[src/design/igr_pkg.sv]
// Shared types, constants and helpers for the glitch filter.
package igr_pkg;

    localparam int unsigned PIX_W   = 4;
    localparam int unsigned GLYPH_W = 7;
    localparam int unsigned POS_W   = 5;

    typedef logic [PIX_W-1:0]   t_pix;
    typedef logic [GLYPH_W-1:0] t_glyph;
    typedef logic [POS_W-1:0]   t_pos;

    typedef struct packed {
        t_pix   value;
        t_glyph glyph;
        t_pos   out_row;
        t_pos   out_col;
        logic   end_of_frame;
        logic   last_of_run;
    } t_result;

    // Shade characters for levels 0 to 9, zero above.
    function automatic t_glyph shade(input t_pix v);
        t_glyph g;
        case (v)
            4'd0:    g = 7'h20;
            4'd1:    g = 7'h2e;
            4'd2:    g = 7'h27;
            4'd3:    g = 7'h3a;
            4'd4:    g = 7'h7e;
            4'd5:    g = 7'h2a;
            4'd6:    g = 7'h3d;
            4'd7:    g = 7'h7d;
            4'd8:    g = 7'h25;
            4'd9:    g = 7'h23;
            default: g = 7'h00;
        endcase
        return g;
    endfunction

    function automatic logic far_off(input t_pix a, input t_pix b, input t_pix th);
        logic [PIX_W-1:0] d;
        d = (a > b) ? (a - b) : (b - a);
        return d > th;
    endfunction

endpackage

[src/design/igr_pix_if.sv]
// Valid/ready channel carrying one pixel.
interface igr_pix_if;
    logic valid;
    logic ready;
    logic [3:0] pixel;
    modport source (output valid, output pixel, input ready);
    modport sink   (input valid, input pixel, output ready);
endinterface

[src/design/igr_res_if.sv]
// Valid/ready channel carrying one filtered result.
interface igr_res_if;
    logic valid;
    logic ready;
    logic [3:0] value;
    logic [6:0] glyph;
    logic [4:0] out_row;
    logic [4:0] out_col;
    logic end_of_frame;
    logic last_of_run;
    modport source (output valid, output value, output glyph, output out_row,
                    output out_col, output end_of_frame, output last_of_run,
                    input ready);
    modport sink   (input valid, input value, input glyph, input out_row,
                    input out_col, input end_of_frame, input last_of_run,
                    output ready);
endinterface

[src/design/igr_cfg_if.sv]
// Valid/ready channel carrying the threshold write.
interface igr_cfg_if;
    logic valid;
    logic ready;
    logic [3:0] data;
    modport source (output valid, output data, input ready);
    modport sink   (input valid, input data, output ready);
endinterface

[src/design/image_glitch_removal.sv]
// Top level of the cross-neighbor glitch filter.
//
// channel   dir  request payload
// s_pix     in   pixel[3:0]
// m_res     out  value, glyph, out_row, out_col, end_of_frame, last_of_run
// s_cfg     in   threshold[3:0]
//
// One pixel request per cycle on every row but the last. A pixel's results enter
// the 4-entry result queue in the cycle after its accept and can leave at the next edge.
// In the last row a pixel past column 0 causes two results (three on the frame end).
// The output moves one per cycle unless stalled, so the input runs slower there.
// The input stalls whenever the queue could not hold the results still in flight plus
// those of the next pixel; output backpressure stalls it the same way.
// Reset is synchronous: counters, stage valid and queue count clear, threshold is 1.
// No memory clearing pass: only rows written in the current frame are read.
//
// Column c of the three line slots sits in one 12-bit word (slot k holds rows with
// r mod 3 == k). Each pixel reads its own column word and the next one; the left
// neighbors come from the last two merged words.
module image_glitch_removal #(
    parameter int unsigned FRAME_ROWS = 32,
    parameter int unsigned FRAME_COLS = 32
) (
    input  logic i_clk,
    input  logic i_rst_n,
    igr_pix_if.sink   s_pix,
    igr_cfg_if.sink   s_cfg,
    igr_res_if.source m_res
);
    localparam int unsigned RW = (FRAME_ROWS > 1) ? $clog2(FRAME_ROWS) : 1;
    localparam int unsigned CW = (FRAME_COLS > 1) ? $clog2(FRAME_COLS) : 1;
    localparam int unsigned PW = igr_pkg::PIX_W;
    localparam int unsigned QD = 4;

    // Memory word: three slots, slot k holds rows with r mod 3 == k.
    logic [3*PW-1:0] mem [FRAME_COLS];

    logic [3:0]    r_th;
    logic [RW-1:0] r_row;
    logic [CW-1:0] r_col;
    logic [1:0]    r_slot;      // r_row mod 3

    logic          s_acc;
    logic          last_row;
    logic          last_col;
    logic [CW-1:0] col_next;

    // Stage 1: pixel just accepted, column words read.
    logic          r_v1;
    logic [RW-1:0] r_row1;
    logic [CW-1:0] r_col1;
    logic [1:0]    r_slot1;
    logic [PW-1:0] r_pix1;
    logic          last_row1;
    logic          last_col1;

    logic [3*PW-1:0] r_rd0;          // word of the pixel's column
    logic [3*PW-1:0] r_rd1;          // word of the next column
    logic [3*PW-1:0] r_fw;           // word written at the read edge
    logic            r_f1;
    logic [3*PW-1:0] nxt_word;
    logic [3*PW-1:0] wr_word;
    logic [3*PW-1:0] r_wl, r_wm;     // merged words of columns c-2 and c-1

    assign s_cfg.ready = 1'b1;
    always_ff @(posedge i_clk) begin
        if (!i_rst_n) begin
            r_th <= 4'd1;
        end else if (s_cfg.valid && s_cfg.ready) begin
            r_th <= s_cfg.data;
        end
    end

    // ---------------- stage 0: read column words -------------------------
    assign s_acc    = s_pix.valid && s_pix.ready;
    assign last_row = (r_row == RW'(FRAME_ROWS-1));
    assign last_col = (r_col == CW'(FRAME_COLS-1));
    assign col_next = last_col ? '0 : r_col + CW'(1);

    // Write-back of stage 1 shares the edge with the next reads; the next
    // column can be the one being written only in a two-column or one-column frame.
    always_ff @(posedge i_clk) begin
        r_rd0 <= mem[r_col];
        r_rd1 <= mem[col_next];
        r_f1  <= r_v1 && (r_col1 == col_next);
        r_fw  <= wr_word;
        if (r_v1) mem[r_col1] <= wr_word;
    end

    // ---------------- stage 1: merge, window, results --------------------
    always_comb begin
        nxt_word = r_f1 ? r_fw : r_rd1;
        wr_word  = r_rd0;
        wr_word[r_slot1*PW +: PW] = r_pix1;
    end

    always_ff @(posedge i_clk) begin
        if (r_v1) begin
            r_wl <= r_wm;
            r_wm <= wr_word;
        end
    end

    function automatic igr_pkg::t_pix pick(input logic [3*PW-1:0] w, input logic [1:0] s);
        return w[s*PW +: PW];
    endfunction

    function automatic logic [1:0] sm1(input logic [1:0] s);
        return (s == 2'd0) ? 2'd2 : s - 2'd1;
    endfunction

    function automatic logic [1:0] sp1(input logic [1:0] s);
        return (s == 2'd2) ? 2'd0 : s + 2'd1;
    endfunction

    // Filter the pixel in slot s of word wm; wl/wr are the side columns.
    function automatic igr_pkg::t_result calc(
        input logic [3*PW-1:0] wl, input logic [3*PW-1:0] wm,
        input logic [3*PW-1:0] wr, input logic [1:0] s,
        input logic [RW-1:0] orow, input logic [CW-1:0] ocol,
        input logic [3:0] th);
        igr_pkg::t_result res;
        igr_pkg::t_pix mid, pu, pd, pl, pr;
        logic hu, hd, hl, hr, gl;
        logic [2:0] n;
        logic [5:0] sum;
        logic [6:0] num;
        logic [12:0] prod;
        logic [3:0] v;
        mid = pick(wm, s);
        pu  = pick(wm, sm1(s));
        pd  = pick(wm, sp1(s));
        pl  = pick(wl, s);
        pr  = pick(wr, s);
        hu  = (orow != '0);
        hd  = (orow != RW'(FRAME_ROWS-1));
        hl  = (ocol != '0);
        hr  = (ocol != CW'(FRAME_COLS-1));
        n   = 3'(hu) + 3'(hd) + 3'(hl) + 3'(hr);
        sum = (hu ? 6'(pu) : 6'd0) + (hd ? 6'(pd) : 6'd0)
            + (hl ? 6'(pl) : 6'd0) + (hr ? 6'(pr) : 6'd0);
        gl  = (!hu || igr_pkg::far_off(mid, pu, th))
           && (!hd || igr_pkg::far_off(mid, pd, th))
           && (!hl || igr_pkg::far_off(mid, pl, th))
           && (!hr || igr_pkg::far_off(mid, pr, th));
        // Rounded mean (2*sum + n) / (2n); divide by 6 as *43 >> 8 (exact to 127).
        num  = {sum, 1'b0} + 7'(n);
        prod = 13'(num) * 13'd43;
        case (n)
            3'd2:    v = 4'(num >> 2);
            3'd3:    v = 4'(prod >> 8);
            3'd4:    v = 4'(num >> 3);
            default: v = mid;
        endcase
        if (!gl) v = mid;
        res.value        = v;
        res.glyph        = igr_pkg::shade(v);
        res.out_row      = igr_pkg::t_pos'(orow);
        res.out_col      = igr_pkg::t_pos'(ocol);
        res.end_of_frame = (orow == RW'(FRAME_ROWS-1)) && (ocol == CW'(FRAME_COLS-1));
        res.last_of_run  = 1'b0;
        return res;
    endfunction

    // Pixel (r, c) emits, in order: (r-1, c) from row 1 on; in the last row
    // also (r, c-1) from column 1 on, and (r, c) at the last column.
    igr_pkg::t_result resA, resC, resD;
    logic vA, vC, vD;
    logic [1:0] s_prev;
    assign s_prev    = sm1(r_slot1);
    assign last_row1 = (r_row1 == RW'(FRAME_ROWS-1));
    assign last_col1 = (r_col1 == CW'(FRAME_COLS-1));

    always_comb begin
        vA = r_v1 && (r_row1 != '0);
        vC = r_v1 && last_row1 && (r_col1 != '0);
        vD = r_v1 && last_row1 && last_col1;
        resA = calc(r_wm, wr_word, nxt_word, s_prev, r_row1 - RW'(1), r_col1, r_th);
        resC = calc(r_wl, r_wm, wr_word, r_slot1, r_row1, r_col1 - CW'(1), r_th);
        resD = calc(r_wm, wr_word, wr_word, r_slot1, r_row1, r_col1, r_th);
    end

    // Up to three results this cycle, all from one pixel; last one closes the run.
    igr_pkg::t_result ins [3];
    logic [2:0] nins;
    always_comb begin
        nins = '0;
        for (int i = 0; i < 3; i++) ins[i] = resA;
        if (vA) begin ins[nins[1:0]] = resA; nins = nins + 3'd1; end
        if (vC) begin ins[nins[1:0]] = resC; nins = nins + 3'd1; end
        if (vD) begin ins[nins[1:0]] = resD; nins = nins + 3'd1; end
        if (nins != '0) ins[2'(nins - 3'd1)].last_of_run = 1'b1;
    end

    // Result queue, head at entry 0.
    igr_pkg::t_result r_fq [QD];
    igr_pkg::t_result n_fq [QD];
    logic [2:0] r_fn;
    logic [2:0] fn_after_pop;
    logic pop;

    assign pop          = m_res.ready && (r_fn != '0);
    assign fn_after_pop = r_fn - 3'(pop);

    always_comb begin
        n_fq = r_fq;
        if (pop) begin
            for (int i = 0; i < QD - 1; i++) n_fq[i] = r_fq[i+1];
        end
        for (int i = 0; i < QD; i++) begin
            if (3'(i) >= fn_after_pop && 3'(i) < fn_after_pop + nins)
                n_fq[i] = ins[2'(3'(i) - fn_after_pop)];
        end
    end

    always_ff @(posedge i_clk) begin
        if (!i_rst_n) begin
            r_fn <= '0;
        end else begin
            r_fn <= fn_after_pop + nins;
        end
        r_fq <= n_fq;
    end

    assign m_res.valid        = (r_fn != '0);
    assign m_res.value        = r_fq[0].value;
    assign m_res.glyph        = r_fq[0].glyph;
    assign m_res.out_row      = r_fq[0].out_row;
    assign m_res.out_col      = r_fq[0].out_col;
    assign m_res.end_of_frame = r_fq[0].end_of_frame;
    assign m_res.last_of_run  = r_fq[0].last_of_run;

    // Input acceptance: queue must hold what is queued, what stage 1 pushes now
    // and the most the offered pixel can cause, with no credit for pops.
    logic [1:0] k_new;
    assign k_new = 2'(r_row != '0) + 2'(last_row && (r_col != '0)) + 2'(last_row && last_col);
    assign s_pix.ready = (4'(r_fn) + 4'(nins) + 4'(k_new)) <= 4'(QD);

    always_ff @(posedge i_clk) begin
        if (!i_rst_n) begin
            r_row  <= '0;
            r_col  <= '0;
            r_slot <= '0;
            r_v1   <= 1'b0;
        end else begin
            r_v1 <= s_acc;
            if (s_acc) begin
                if (last_col) begin
                    r_col <= '0;
                    if (last_row) begin
                        r_row  <= '0;
                        r_slot <= '0;
                    end else begin
                        r_row  <= r_row + RW'(1);
                        r_slot <= sp1(r_slot);
                    end
                end else begin
                    r_col <= r_col + CW'(1);
                end
            end
        end
        if (s_acc) begin
            r_row1  <= r_row;
            r_col1  <= r_col;
            r_slot1 <= r_slot;
            r_pix1  <= s_pix.pixel;
        end
    end

    a_qbound: assert property (@(posedge i_clk) disable iff (!i_rst_n)
        r_fn <= 3'(QD)) else $error("result queue overflow");
    a_hold: assert property (@(posedge i_clk) disable iff (!i_rst_n)
        (m_res.valid && !m_res.ready) |=> (m_res.valid && $stable(r_fq[0])))
        else $error("result changed while waiting");
    a_posrange: assert property (@(posedge i_clk) disable iff (!i_rst_n)
        (r_col <= CW'(FRAME_COLS-1)) && (r_row <= RW'(FRAME_ROWS-1)))
        else $error("position out of range");
endmodule
[src/flat_wrapper.sv]
// flat-port wrapper written by rule: the top's interface ports become plain ports
module image_glitch_removal_flat 
#(
    parameter int unsigned FRAME_ROWS = 32,
    parameter int unsigned FRAME_COLS = 32
)
  (i_clk, i_rst_n, s_pix_valid, s_pix_pixel, s_pix_ready, s_cfg_valid, s_cfg_data, s_cfg_ready, m_res_valid, m_res_value, m_res_glyph, m_res_out_row, m_res_out_col, m_res_end_of_frame, m_res_last_of_run, m_res_ready);
  igr_pix_if s_pix_i ();
  igr_cfg_if s_cfg_i ();
  igr_res_if m_res_i ();
  input  logic i_clk;
  input  logic i_rst_n;
  input wire logic [$bits(s_pix_i.valid)-1:0] s_pix_valid;
  input wire logic [$bits(s_pix_i.pixel)-1:0] s_pix_pixel;
  output wire logic [$bits(s_pix_i.ready)-1:0] s_pix_ready;
  input wire logic [$bits(s_cfg_i.valid)-1:0] s_cfg_valid;
  input wire logic [$bits(s_cfg_i.data)-1:0] s_cfg_data;
  output wire logic [$bits(s_cfg_i.ready)-1:0] s_cfg_ready;
  output wire logic [$bits(m_res_i.valid)-1:0] m_res_valid;
  output wire logic [$bits(m_res_i.value)-1:0] m_res_value;
  output wire logic [$bits(m_res_i.glyph)-1:0] m_res_glyph;
  output wire logic [$bits(m_res_i.out_row)-1:0] m_res_out_row;
  output wire logic [$bits(m_res_i.out_col)-1:0] m_res_out_col;
  output wire logic [$bits(m_res_i.end_of_frame)-1:0] m_res_end_of_frame;
  output wire logic [$bits(m_res_i.last_of_run)-1:0] m_res_last_of_run;
  input wire logic [$bits(m_res_i.ready)-1:0] m_res_ready;
  assign s_pix_i.valid = s_pix_valid;
  assign s_pix_i.pixel = s_pix_pixel;
  assign s_pix_ready = s_pix_i.ready;
  assign s_cfg_i.valid = s_cfg_valid;
  assign s_cfg_i.data = s_cfg_data;
  assign s_cfg_ready = s_cfg_i.ready;
  assign m_res_valid = m_res_i.valid;
  assign m_res_value = m_res_i.value;
  assign m_res_glyph = m_res_i.glyph;
  assign m_res_out_row = m_res_i.out_row;
  assign m_res_out_col = m_res_i.out_col;
  assign m_res_end_of_frame = m_res_i.end_of_frame;
  assign m_res_last_of_run = m_res_i.last_of_run;
  assign m_res_i.ready = m_res_ready;
  image_glitch_removal #(.FRAME_ROWS(FRAME_ROWS), .FRAME_COLS(FRAME_COLS)) u_core (.i_clk(i_clk), .i_rst_n(i_rst_n), .s_pix(s_pix_i), .s_cfg(s_cfg_i), .m_res(m_res_i));
endmodule
[config.mk]
export PLATFORM = sky130hd
export DESIGN_NAME = image_glitch_removal_flat
export DESIGN_NICKNAME = d
export VERILOG_FILES = /design/src/design/igr_pkg.sv /design/src/design/igr_pix_if.sv /design/src/design/igr_res_if.sv /design/src/design/igr_cfg_if.sv /design/src/design/image_glitch_removal.sv /design/src/flat_wrapper.sv
export SDC_FILE = /design/constraint.sdc
export NUM_CORES = 1
export LEC_CHECK = 0
export BUFFER_PORTS_ARGS = -buffer_cell sky130_fd_sc_hd__buf_2
export CORE_ASPECT_RATIO = 0.7
export CORE_MARGIN = 8
export CORE_UTILIZATION = 45
export CTS_BUF_LIST = sky130_fd_sc_hd__clkbuf_2 sky130_fd_sc_hd__clkbuf_4 sky130_fd_sc_hd__clkbuf_8
export DETAILED_ROUTE_END_ITERATION = 10
export REMOVE_ABC_BUFFERS = 1
export SETUP_SLACK_MARGIN = 0.1
export SLEW_MARGIN = 10
export SYNTH_ARGS = -nofsm -noshare
export SYNTH_HDL_FRONTEND = slang
export SYNTH_SLANG_ARGS = --single-unit
[constraint.sdc]
create_clock -name i_clk -period 15.8 [get_ports i_clk]
set_input_delay 1.58 -clock i_clk [delete_from_list [all_inputs] [get_ports i_clk]]
set_output_delay 1.58 -clock i_clk [all_outputs]
set_load 0.01 [all_outputs]
After elaboration in Yosys (flattened, before gate mapping)
Memories as Yosys holds them, arrays and structs flattened. A register that Yosys moved wholly into a read port is not among the register bits.
Cells that the tools add are included.
Word-level totals
  input bits: 13
  logic and storage cells: 327
  memory bits (writable): 384
  memories: 4
  register bits: 165
  ROM bits: 336
Cells by class
  shift operators: 12
  bitwise logic cells: 7
  $lt $le $gt $ge: 42
  add/sub/neg operators: 64
  multiply operators: 3
  multiplexer cells: 72
  eq/ne operators: 23
  reduce and logical (&&, ||, !) cells: 62
Memories
  u_core.mem: words 32, width 12, rd ports 2, clocked after Yosys merged registers in 2, wr ports 1, RTL line image_glitch_removal.sv:36  | logic [3*PW-1:0] mem [FRAME_COLS];
  (name not given): words 16, width 7, rd ports 1, clocked after Yosys merged registers in 0, wr ports 0, RTL line igr_pkg.sv:24  | case (v)
  (name not given): words 16, width 7, rd ports 1, clocked after Yosys merged registers in 0, wr ports 0, RTL line igr_pkg.sv:24
  (name not given): words 16, width 7, rd ports 1, clocked after Yosys merged registers in 0, wr ports 0, RTL line igr_pkg.sv:24
Operators by type and width (count)
  2-to-1 mux 23 bit: 13
  2-to-1 mux 69 bit: 4
  bitwise mux 69 bit: 3
  binary-select mux 23 bit (select 2 bit): 4
  demux 23 bit (select 2 bit): 3
  indexed part select 12 x 5 -> 4 bit: 10
  2-to-1 mux 4 bit: 26
  greater-than comparator 4 bit: 23
  subtractor 4 bit: 21
  adder 6 bit: 9
  multiplier 7 x 6 -> 12 bit (second input constant): 3
  case mux 4 bit (3 select lines): 3
  negation 4 -> 34 bit: 1
  variable shift 4 x 34 -> 12 bit (first input constant): 1
  indexed part select 4 x 34 -> 12 bit: 1
  equality test 5 bit (second input constant): 6
  nonzero test 5 bit: 6
  logical AND 1 bit: 28
  adder 7 x 3 -> 7 bit: 3
  >= comparator 3 bit (second input constant): 7
  inequality test 5 bit (second input constant): 4
  adder 3 x 1 -> 3 bit: 6
  equality test 3 x 2 -> 1 bit (second input constant): 6
  NOT 2 -> 3 bit: 6
  36 further kinds: 88

Logic depth before layout (Yosys ltp)
An unclocked memory read counts as a cell.
  word-level depth: 24
  gate-level depth with buffers: 41
  gate-level depth less buffers: 39

Worst setup path after synthesis
No wires, ideal clock.
  kind: register to register
  start point: reg u_core.r_slot1[1]
  end point: reg u_core.r_fq (netlist bit u_core.m_res.glyph[2]) (data pin)
  cell stages (with the launch flop): 38
  library setup time: 272 ps
  required time: 15528 ps
  path slack: 5093 ps
  arrival: 10435 ps
  buffers on the path: 2
  cell sequence: edfxtp_1 -> clkbuf_1 -> inv_1 -> ha_1 -> or3b_2 -> o22ai_1 -> mux2i_1 -> o22ai_1 -> inv_1 -> nor2_1 -> fa_1 -> inv_1 -> fa_1 -> inv_1 -> ha_1 -> inv_1 -> fa_1 -> xnor2_1 -> (+2 left out) -> ha_1 -> inv_1 -> fa_1 -> fa_1 -> inv_1 -> ha_1 -> and4_1 -> a41oi_1 -> a21oi_1 -> o21a_1 -> o31a_1 -> a21o_1 -> buf_2 -> ha_1 -> o311ai_0 -> a221o_1 -> mux2i_1 -> o221ai_1
RTL lines
  start: declaration: RTL line image_glitch_removal.sv:52  | logic [1:0] r_slot1;
  start signal: assignment: RTL line image_glitch_removal.sv:265  | r_slot1 <= r_slot;
  end signal: assignment: RTL line image_glitch_removal.sv:222  | r_fq <= n_fq;
  end: declaration: RTL line image_glitch_removal.sv:196  | igr_pkg::t_result r_fq [QD];

==> results.txt <==
----------------------------------------------------
[Run status]
  Status ... finished clean

[Die]
  Standard cell core area ... 80900 sq um
  Die footprint ... 91500 sq um
  Count of pins on the block boundary ... 39
  Height of the chip ... 255 um
  Floorplan row count ... 87
  Initial cell density of the core ... 45.6%
  Die Width ... 358 um

[Worst hold path]
  Worst min-delay path category ... reg2reg
  Worst min-delay path endpoint ... u_core.r_wl[3]
  Number of stages on the worst hold path ... 0
  Min-delay src ... u_core.r_wm[3]

[STA]
  Clk_skew ... 0.0714 ns
  Shortest period the worst path allows ... 12.07 ns
  Sum of negative setup slack ... 0 ns
  Worst hold slack ... 0.478 ns
  Number of failing setup endpoints in the final timing report ... 0
  Max Transition Viols Final ... 0
  Unrepaired setup endpoints after global routing ... false
  Final period util ... 76.4%
  Maximum clock frequency ... 0.0829 GHz
  Slew at the pin closest to its max-slew limit ... 1.30 ns
  Number of hold-slack violations in the final timing report ... 0
  Headroom to the max-slew limit ... 13.3%

[Clocking]
  Number of levels in the clock H-tree ... 3
  Cts repair resizes ... 0
  Postcts setup bufs ... 0
  Count of hold buffers inserted by post-cts repair ... 0
  Inserted Clock Buffers ... 92
  Bufs on Longest Clock Path ... 3
  Clk pin slew, worst setup/hold paths ... 0.06 ns
  Cell chosen for the clock root ... clkbuf_8
  CTS tree ... built
  Worst-Skew Late Latency ... 0.72 ns
  Number of sinks on the clock net ... 573

[Detailed routing]
  Number of vias in the routed layout ... 25000
  Routed wire length per instance ... 26.4 um
  Drt via density ... 6.18
  Antenna viol nets, final ... 0
  Final WL ... 107000 um
  Initial detailed-routing violation count ... 2704
  DRC violations left ... 0
  Router iterations before antenna repair ... 6

[Global routing]
  Maximum number of pins on one net before global-route repair ... 99
  Initial antenna violation count ... 2
  Remaining Overflow, GRT ... 0
  Vias in the first global route ... 25000
  Wire length of the first global-routing pass ... 159000 um
  Total global routing track utilization ... 22.9%

[Cells and area]
  Commonest non-fill, non-tap cells in the layout ... edfxtp_1, ha_1, inv_1
  Layout area overhead ... 8.46%
  Share of cells above drive strength 1 ... 20.0%
  Number of nets in the layout ... 3247
  Leading cell type in the layout, fill and taps excluded ... edfxtp_1

[Worst setup path]
  Data required time of the critical path ... 16.25 ns
  Capturing point of the worst reg2reg path ... u_core.r_fq[37]
  Highest net fanout along the worst path ... 35
  Cell type of the slowest stage on the worst timing path ... clkinv_1
  Reg2Reg Launch Point ... u_core.r_slot1[1]
  Setup slack of the worst register-to-register path ... 3.73 ns
  Kind of critical path ... reg2reg
  Worst endpoint data arrival time ... 12.51 ns
  Slowest Stage Delay on Critical Path ... 1.00 ns
  FF-to-FF path depth ... 36
  Crit end category ... register
  CP Launch Type ... register

[Synth]
  Largest family of logic cells by synthesized area ... multiplexers
  Compound-gate portion of the synthesized area ... 8.94%
  Syn Std Cell Area ... 36900 sq um
  Share of synthesized cell area in full adder, half adder and majority cells ... 13.0%
  Synth Instances ... 2882
  Yosys reg bits ... 573
  Primary FF master, synth ... edfxtp_1
  Number of enable flip-flop cells after synthesis ... 516
  Asr flop ratio synth ... 0%
  Mux share of post-synthesis cell area ... 19.1%
  Number of distinct standard cells referenced by the synthesized netlist ... 94
  XOR/XNOR share of the synthesized area ... 1.85%
  Area fraction in and, or, nand and nor cells after synthesis ... 7.30%
  Synthesized area per cell ... 12.8 sq um
  Register area share after synthesis ... 45.1%
  Synth warn ... 0

[Placement]
  Final weighted congestion in routability-driven placement ... 0.937
  Number of I/O port buffers ... 37
  Detailed-placement wirelength estimate ... 72400 um

[Job]
  Number of max-cap violations ... 0

----------------------------------------------------
cell type report:
cell class	instances	area, sq um
tap	1068	1340
fill	6983	40900
timing repair buffer	82	536
inverter	257	965
clock inverter	44	294
sequential	573	16600
multi-input combinational	1890	18600
clock buffer	125	1580
antenna	1	2.50
critical path: cells and delay by family (launching register included):
family	cells	cell delay [ns]
adders and majority gates	9	4.28
and+or+nand+nor	9	2.22
AOI/OAI and AO/OA	7	1.82
buffers and inverters	7	1.66
muxes	3	1.20
DFF	1	0.32
xor gates and xnor gates	1	0.28
logic make-up after synthesis:
group	count (synthesis)
DFF	573
and+or+nand+nor	570
AOI/OAI and AO/OA	503
buffers and inverters	419
muxes	408
adders and majority gates	338
xor gates and xnor gates	70
other	1
worst max path at each step:
stage	endpoint	start	slack (ns)	cells after the start
6_report	u_core.r_fq[37]	u_core.r_slot1[1]	3.73	36
5_1_grt	u_core.m_res.glyph[0]	u_core.r_slot1[1]	2.87	37
4_1_cts	u_core.m_res.glyph[2]	u_core.r_slot1[1]	4.43	38
3_5_place_dp	u_core.r_fq[59]	u_core.r_slot1[1]	4.45	37
3_3_place_gp	u_core.m_res.glyph[2]	u_core.r_slot1[1]	4.67	38
2_1_floorplan	u_core.r_rd1[0]	u_core.r_col[0]	0.96	5
layer usage:
layer,GRT usage (%),routed length [um],up-vias
met5,0,0,-
met4,5.23,2260,0
met3,6.91,11600,169
met2,32.6,45000,1219
met1,34.1,47800,12600
li1,-,-,10900
cell usage after synthesis (26+ instances only):
cell type	instances	share of area, %
buf_1	30	0.31
mux2i_1	130	3.5
fa_1	75	4.1
nor2b_1	26	0.44
nand2_1	162	1.6
o21ai_0	106	1.4
ha_1	263	8.9
clkbuf_1	89	0.91
o22ai_1	31	0.53
a21oi_1	134	1.8
nor2_1	195	2.0
inv_1	254	2.6
a21o_1	49	1.0
edfxtp_1	516	42
nand3_1	36	0.49
dfxtp_1	57	3.1
mux2_2	45	1.4
xor2_1	26	0.62
xnor2_1	38	0.90
mux4_2	232	14
registers in the layout, indices dropped and copies added (netlist names), 7 cells and up:
name and flops:
u_core.r_wm 12, u_core.m_res.glyph 7, u_core.r_rd0 12, u_core.r_wl 12, u_core.r_fw 12, u_core.r_rd1 12, u_core.r_fq 69, u_core.mem 384
through the flow:
step / worst slack (ns) / utilization [%] / cells / cell area [sq um]
CTS: 4.43 / 49.4 / 4039 / 40000
floorplan: 0.963 / - / 2720 / 36100
finish: 3.73 / 49.4 / 4040 / 40000
global route: 2.87 / 49.4 / 4040 / 40000
detailed placement: 4.45 / 47.1 / 3870 / 38100
global placement: 4.67 / 47.1 / 3870 / 38100
Power is left out: the tool's default activity adds up to more than one toggle a clock period on the data nets, which glitch-free logic cannot reach.
